**src/bbl_pkg.sv**
```systemverilog
`timescale 1ns / 1ps

package bbl_pkg;

    // Fixed number formats
    localparam int COEF_WIDTH    = 16;
    localparam int FRAC_BITS     = 14;
    localparam int NUM_CH        = 3;
    localparam int GUARD_WIDTH   = 3;
    localparam int CFG_IDX_WIDTH = 3;

    // Coefficient register indexes
    localparam logic [CFG_IDX_WIDTH-1:0] REG_B0 = 3'd0;
    localparam logic [CFG_IDX_WIDTH-1:0] REG_B1 = 3'd1;
    localparam logic [CFG_IDX_WIDTH-1:0] REG_B2 = 3'd2;
    localparam logic [CFG_IDX_WIDTH-1:0] REG_A1 = 3'd3;
    localparam logic [CFG_IDX_WIDTH-1:0] REG_A2 = 3'd4;

    // Reset values, Q2.14 (b0 = 1.0, pass-through)
    localparam logic signed [COEF_WIDTH-1:0] B0_RESET = 16'sd16384;
    localparam logic signed [COEF_WIDTH-1:0] COEF_ZERO = 16'sd0;

    typedef struct packed {
        logic signed [COEF_WIDTH-1:0] b0;
        logic signed [COEF_WIDTH-1:0] b1;
        logic signed [COEF_WIDTH-1:0] b2;
        logic signed [COEF_WIDTH-1:0] a1;
        logic signed [COEF_WIDTH-1:0] a2;
    } coef_t;

    // Step strobes from the sequencer to every lane
    typedef struct packed {
        logic load;    // latch new sample
        logic fb;      // a1*w1, a2*w2
        logic wcalc;   // form w, overflow check, b1*w1, b2*w2
        logic ff;      // b0*w
        logic commit;  // result taken into output register, shift delays
    } lane_ctl_t;

    typedef enum logic [2:0] {
        ST_IDLE,
        ST_FB,
        ST_WCALC,
        ST_FF,
        ST_SUM
    } state_t;

endpackage

```
**src/bbl_lane.sv**
```systemverilog
`timescale 1ns / 1ps

module bbl_lane
    import bbl_pkg::*;
#(
    parameter int SAMPLE_WIDTH = 16,
    parameter int STATE_WIDTH  = 24
) (
    input  logic                           aclk,
    input  logic                           aresetn,
    input  lane_ctl_t                      ctl,
    input  coef_t                          coef,
    input  logic signed [SAMPLE_WIDTH-1:0] sample,
    output logic signed [SAMPLE_WIDTH-1:0] filtered,
    output logic                           guard
);

    localparam int SW = SAMPLE_WIDTH;
    localparam int TW = STATE_WIDTH;
    localparam int PW = COEF_WIDTH + TW;        // product width
    localparam int FS = PW + 2;                 // sum of up to three products
    localparam int RW = FS - FRAC_BITS;         // after rounding shift
    localparam int WW = ((RW > SW) ? RW : SW) + 1;

    localparam logic signed [FS-1:0] RND     = FS'(2 ** (FRAC_BITS - 1));
    localparam logic signed [WW-1:0] ST_MAX  = WW'((64'sd1 <<< (TW - 1)) - 64'sd1);
    localparam logic signed [WW-1:0] ST_MIN  = WW'(-(64'sd1 <<< (TW - 1)));
    localparam logic signed [WW-1:0] SMP_MAX = WW'((64'sd1 <<< (SW - 1)) - 64'sd1);
    localparam logic signed [WW-1:0] SMP_MIN = WW'(-(64'sd1 <<< (SW - 1)));

    logic signed [SW-1:0] x_reg;
    logic signed [TW-1:0] d1_reg, d2_reg;
    logic signed [TW-1:0] w_reg, w_next;
    logic                 guard_reg, guard_next;
    logic signed [PW-1:0] p0_reg, p1_reg, p2_reg;

    logic signed [COEF_WIDTH-1:0] m0_coef, m1_coef;
    logic signed [TW-1:0]         m0_op;
    logic signed [PW-1:0]         mul0, mul1;

    logic signed [FS-1:0] fb_sum, ff_sum;
    logic signed [RW-1:0] fb_rnd, ff_rnd;
    logic signed [WW-1:0] x_ext, w_full, x_sat, y_ext;

    // Operand selection for the two shared multipliers
    always_comb begin
        if (ctl.fb) begin
            m0_coef = coef.a1;
            m1_coef = coef.a2;
        end else begin
            m0_coef = coef.b1;
            m1_coef = coef.b2;
        end
        if (ctl.ff) begin
            m0_coef = coef.b0;
            m0_op   = w_reg;
        end else begin
            m0_op   = d1_reg;
        end
    end

    assign mul0 = m0_coef * m0_op;
    assign mul1 = m1_coef * d2_reg;

    // Feedback: w = x - round((a1*w1 + a2*w2) / 2^14)
    assign fb_sum = FS'(p0_reg) + FS'(p1_reg) + RND;
    assign fb_rnd = fb_sum[FS-1:FRAC_BITS];
    assign x_ext  = WW'(x_reg);
    assign w_full = x_ext - WW'(fb_rnd);

    // Overflow guard: substitute the (state-saturated) sample
    always_comb begin
        guard_next = (w_full > ST_MAX) || (w_full < ST_MIN);
        if (x_ext > ST_MAX) begin
            x_sat = ST_MAX;
        end else if (x_ext < ST_MIN) begin
            x_sat = ST_MIN;
        end else begin
            x_sat = x_ext;
        end
        w_next = guard_next ? TW'(x_sat) : TW'(w_full);
    end

    // Feedforward: y = sat(round((b0*w + b1*w1 + b2*w2) / 2^14))
    assign ff_sum = FS'(p0_reg) + FS'(p1_reg) + FS'(p2_reg) + RND;
    assign ff_rnd = ff_sum[FS-1:FRAC_BITS];
    assign y_ext  = WW'(ff_rnd);

    always_comb begin
        if (y_ext > SMP_MAX) begin
            filtered = SW'(SMP_MAX);
        end else if (y_ext < SMP_MIN) begin
            filtered = SW'(SMP_MIN);
        end else begin
            filtered = SW'(y_ext);
        end
    end

    assign guard = guard_reg;

    // Datapath registers
    always_ff @(posedge aclk) begin
        if (ctl.load) begin
            x_reg <= sample;
        end
        if (ctl.fb || ctl.wcalc) begin
            p0_reg <= mul0;
            p1_reg <= mul1;
        end
        if (ctl.ff) begin
            p2_reg <= mul0;
        end
        if (ctl.wcalc) begin
            w_reg     <= w_next;
            guard_reg <= guard_next;
        end
    end

    // Filter state
    always_ff @(posedge aclk) begin
        if (!aresetn) begin
            d1_reg <= '0;
            d2_reg <= '0;
        end else if (ctl.commit) begin
            d2_reg <= d1_reg;
            d1_reg <= w_reg;
        end
    end

endmodule

```
**config.mk**
```make
export PLATFORM = sky130hd
export DESIGN_NAME = bbl_lane
export DESIGN_NICKNAME = d
export VERILOG_FILES = /design/src/bbl_pkg.sv /design/src/bbl_lane.sv
export SDC_FILE = /design/constraint.sdc
export NUM_CORES = 2
export LEC_CHECK = 0
export ABC_AREA = 0
export BUFFER_PORTS_ARGS = -buffer_cell sky130_fd_sc_hd__buf_2
export CORE_AREA = 2 2 342 310
export DETAILED_ROUTE_END_ITERATION = 7
export DIE_AREA = 0 0 344 312
export REMOVE_ABC_BUFFERS = 1
export SYNTH_ARGS = -nofsm -noshare
export SYNTH_HDL_FRONTEND = slang
export SYNTH_SLANG_ARGS = --single-unit
```
**constraint.sdc**
```tcl
create_clock -name aclk -period 21.3 [get_ports aclk]
set_clock_uncertainty 0.2 [all_clocks]
set_input_delay 4.26 -clock aclk [delete_from_list [all_inputs] [get_ports aclk]]
set_output_delay 4.26 -clock aclk [all_outputs]
set_load 0.005 [all_outputs]
```
# After elaboration in Yosys (flattened, before gate mapping)
# Cells that the tools add are included.
# classes
add_sub_neg,5
n_mul,2
order_cmp,6
mux,9
reduce_logical,2
# op_table
cell,n
$mux 24,4
$mul 16x24->40,2
$mux 16,5
$add 41x15->42 const B,1
$add 41x40->42,1
$add 42x15->42 const B,1
$add 40x40->41,1
$gt 29x24->1 const B,1
$lt 29x24->1 const B,1
$sub 16x28->29,1
$gt 28x16->1 const B,1
$lt 28x16->1 const B,1
$gt 16x24->1 const B,1
$lt 16x24->1 const B,1
$logic_or 1x1->1,2
# totals
reg_bits,209
in_bits,103
output_inout_bits,17
wordCells,32

# Logic depth before layout (Yosys ltp)
# depth
word_depth,6
depth_mapped,30
ltp_nobuf,27

# Worst setup path before layout
# No wires, ideal clock.
# synth_path
kind,input to register
startpoint,input ctl[3] (netlist name)
endpoint,"register p0_reg[39], data pin"
setup_ns,0.264
t_arrival_ns,11.461
required_time_ns,20.836
path_slack_ns,9.374
cell_stages,28
path_buffers,3
path_cell_list,clkbuf_1 -> clkbuf_1 -> mux2i_1 -> o21ai_1 -> clkbuf_1 -> nand2_1 -> fa_1 -> inv_1 -> fa_1 -> inv_1 -> fa_1 -> fa_1 -> inv_1 -> fa_1 -> inv_1 -> fa_1 -> inv_1 -> ha_1 -> and3_1 -> and3_1 -> a21oi_1 -> a31oi_1 -> o211a_1 -> and4_1 -> o41ai_1 -> o2111ai_1 -> a21oi_1 -> xnor2_1
# synth_via
elab_chain_len,3
# synth_rtl
item,line_no,source
from (decl),bbl_lane.sv:11,"input lane_ctl_t ctl,"
$mux 16,bbl_lane.sv:47,if (ctl.fb) begin
$mux 16,bbl_lane.sv:54,if (ctl.ff) begin
$mul 16x24->40,bbl_lane.sv:62,assign mul0 = m0_coef * m0_op;
net mul0[39],bbl_lane.sv:39,"logic signed [PW-1:0] mul0, mul1;"
to (signal assigned),bbl_lane.sv:107,p0_reg <= mul0;
to (decl),bbl_lane.sv:35,"logic signed [PW-1:0] p0_reg, p1_reg, p2_reg;"
# The timed path passes the listed nets, and every way through them passes these cells.
# A chain may end at the register's enable or synchronous reset.

# Final worst setup path
# layout_path
startpoint,input ctl[1] (netlist name)
endpoint,"register p0_reg[39], data pin"
# layout_via
elab_chain_len,2
word_cells_on_any_way,3
classes_between,mul (1); mux (2)
# layout_rtl
item,line_no
$mux 16 / $mux 24 (equally long branches),bbl_lane.sv:54
$mul 16x24->40 *,bbl_lane.sv:62
net mul0[39],bbl_lane.sv:39
# Mark *: on every way through the listed nets, which the timed path passes. The rest lies on a longest branch.

==> flow_summary.yaml <==
detailed_routing:
  vias: 30100
  drc: 0
  totalWireLength_um: 108000
  drt-initial-drc-count: 2068
  dr.pass1.iters: 5
  wl_per_cell_um: 18.7
  ant_nets: 0
  via_per_inst: 5.19
final_layout:
  nNetsFinal: 5616
  drive_gt1_share_pct: 7.51
  syn2layout_area_growth_pct: 6.97
  fin_area_um2: 44200
  seqCellArea_um2: 5800
  multi_input_area_um2: 31900
  fillers: 10300
  stdcell_count: 5803
cts:
  cts-buffers-inserted: 20
  hold_buffers: 0
  cts_tree: "done"
  cts_buffer_depth: 3
  cts_setup_buffers: 0
  clock_latency_ns: 0.53
  cts-htree-levels: 1
  cts.clk_slew.worst_paths_ns: 0.07
  root_buffer: "clkbuf_16"
  cts_resized: 0
  cts.sinks: 209
critical_path:
  startpoint_type: "primary input"
  slowest_stage: "mux2i_1"
  path_cells: "buf_6, buf_4, mux2i_1, nor2_1, fa_1, fa_1, ha_1, fa_1, inv_1, fa_1, fa_1, inv_1, ha_1, and3_1, and3_1, a21oi_1, a31oi_1, o211a_1, and4_1, o41ai_1, o2111ai_1, a21oi_1, xnor2_1"
  timing.critical_path.buf_inv: 4
  crit_required_ns: 21.36
  cp_data_arrival_time_ns: 12.57
  path_class: "in2reg"
  critPathMostFrequentCell: "fa_1"
  max_stage_delay_ns: 1.08
  path_max_fanout: 84
  worstSetupEndpointType: "flip-flop"
  critPathTopFamily: "adder cells"
placement:
  place_ws_ns: 8.35
  dpl.hpwl_um: 89900
  gp_congestion: 0.927
  port_buffers: 119
  placed_cell_area_um2: 43500
  placed_cells: 5765
timing:
  setup_tns_ns: 0
  period_share_pct: 58.7
  min_period_ns: 12.51
  rsz0062_at_grt: "no"
  fmax_mhz: 79.9
  slew_headroom_pct: 13.5
  drv_slew: 0
  setup_ws_ns: 8.79
  worst_slew_pin_slew_ns: 1.26
  finalHoldViolations: 0
  setup_viol: 0
synth:
  ys.warnings.count: 0
  yosys.area.top_type: "fa_1"
  ys_ff_latch: 209
  synthFlopType: "edfxtp_1"
  syn_area_um2: 41300
  yosysTopAreaCellShare_pct: 36.4
  synth-async-reset-ratio_pct: 0
  seq_area_frac_synth_pct: 14.0
  netlist_top_cells_count: "inv_1 (833), fa_1 (750), nand2_1 (533), ha_1 (344), nor2_1 (272)"
  yosysMostFrequentCell: "inv_1"
  synth.top_cells.by_area: "fa_1 (36%), edfxtp_1 (12%), ha_1 (10%), inv_1 (7.6%), nand2_1 (4.8%)"
  synth_edf_count: 161
  postSynthAreaPerCell_um2: 9.46
  syn_inst: 4363
  synth_cell_types: 100
grt:
  grt_pass1_wl_um: 174000
  overflow: 0
  antenna_found_initial: 1
  grt_pass1_vias: 31300
  grt_use_total_pct: 20.6
  grt_max_degree: 85
floorplan:
  die-area_um2: 107000
  coreArea_um2: 103000
  ios: 120
  dieWidth_um: 344
  start_util_pct: 39.9
  die_h_um: 312
  rows: 112
outcome:
  outcome: "finished clean"
min_path:
  holdCritPathClass: "reg2reg"
flow_run:
  cap_viol_max_count: 0
[through the flow]
stage / hold slack, ns / util, %
6_report: 0.363 / 42.7
5_1_grt: 0.393 / 42.7
4_1_cts: 0.362 / 42.7
3_5_place_dp: 0.343 / 42.0
3_3_place_gp: 0.320 / 42.0
2_1_floorplan: 0.304 / -
[worst reg2reg max path, stage by stage (launching register included)]
cell and delay, ns:
dfxtp_1 0.85, nand2_1 0.18, fa_1 0.57, inv_1 0.06, fa_1 0.53, inv_1 0.05, fa_1 0.49, fa_1 0.55
inv_1 0.05, fa_1 0.48, inv_1 0.05, fa_1 0.47, inv_1 0.04, ha_1 0.32, and3_1 0.19, and3_1 0.18
a32oi_1 0.34, nor2_1 0.11, a2111oi_0 0.89, o31ai_1 0.31, o41ai_2 0.41, nor2_1 0.11, o31a_1 0.28, nor2_1 0.11
xnor2_1 0.08
[final cells by class]
class,count,share of cell area [%]
Multi-Input combinational cell,3191,72.2
Sequential cell,209,13.1
Inverter,833,7.08
Tap cell,1368,3.88
Timing Repair Buffer,164,2.13
Clock buffer,25,1.31
Clock inverter,11,0.269
Antenna cell,2,0.0113
[worst paths after layout]
kind	from	to	slack, ns	cells past startpoint
max reg2reg	d2_reg[10]	p1_reg[38]	13.14	24
min	w_reg[0]	d1_reg[0]	0.36	2
max	ctl[1]	p0_reg[39]	8.79	23
min reg2reg	w_reg[0]	d1_reg[0]	0.36	2
[cell usage in the layout (no fill, tap or decap), drive strengths merged, types with 87 or more instances in the layout]
cell / Yosys / routed
buf: 9 / 164
xnor2: 122 / 122
nand2: 533 / 533
nor2: 273 / 273
fa: 750 / 750
nor2b: 151 / 151
mux2i: 104 / 104
edfxtp: 161 / 161
ha: 344 / 344
a21oi: 158 / 158
inv: 833 / 833
a21o: 101 / 101
o21ai: 87 / 87
[kinds of logic (layout without fill, tap and decap cells)]
family | Yosys count | after routing | share of synthesized area (%)
adder cells (fa/ha/maj) | 1094 | 1094 | 46.8
other | 0 | 2 | 0
multiplexers | 152 | 152 | 3.83
flip-flops | 209 | 209 | 14.0
AND/OR/NAND/NOR | 1234 | 1234 | 13.9
AO/OA/AOI/OAI | 524 | 524 | 8.65
XOR/XNOR | 187 | 187 | 4.00
buffers and inverters | 963 | 1033 | 8.82
[per-layer routing]
layer	GRT usage, %	vias up	share of wire [%]
li1	-	13900	-
met1	29.3	15100	44
met2	33.4	915	46
met3	2.97	166	6.8
met4	4.56	2	2.6
met5	0	-	0.012
Power is not shown: default switching activity piles up to over one toggle a cycle in this logic, so the estimate is an artifact.
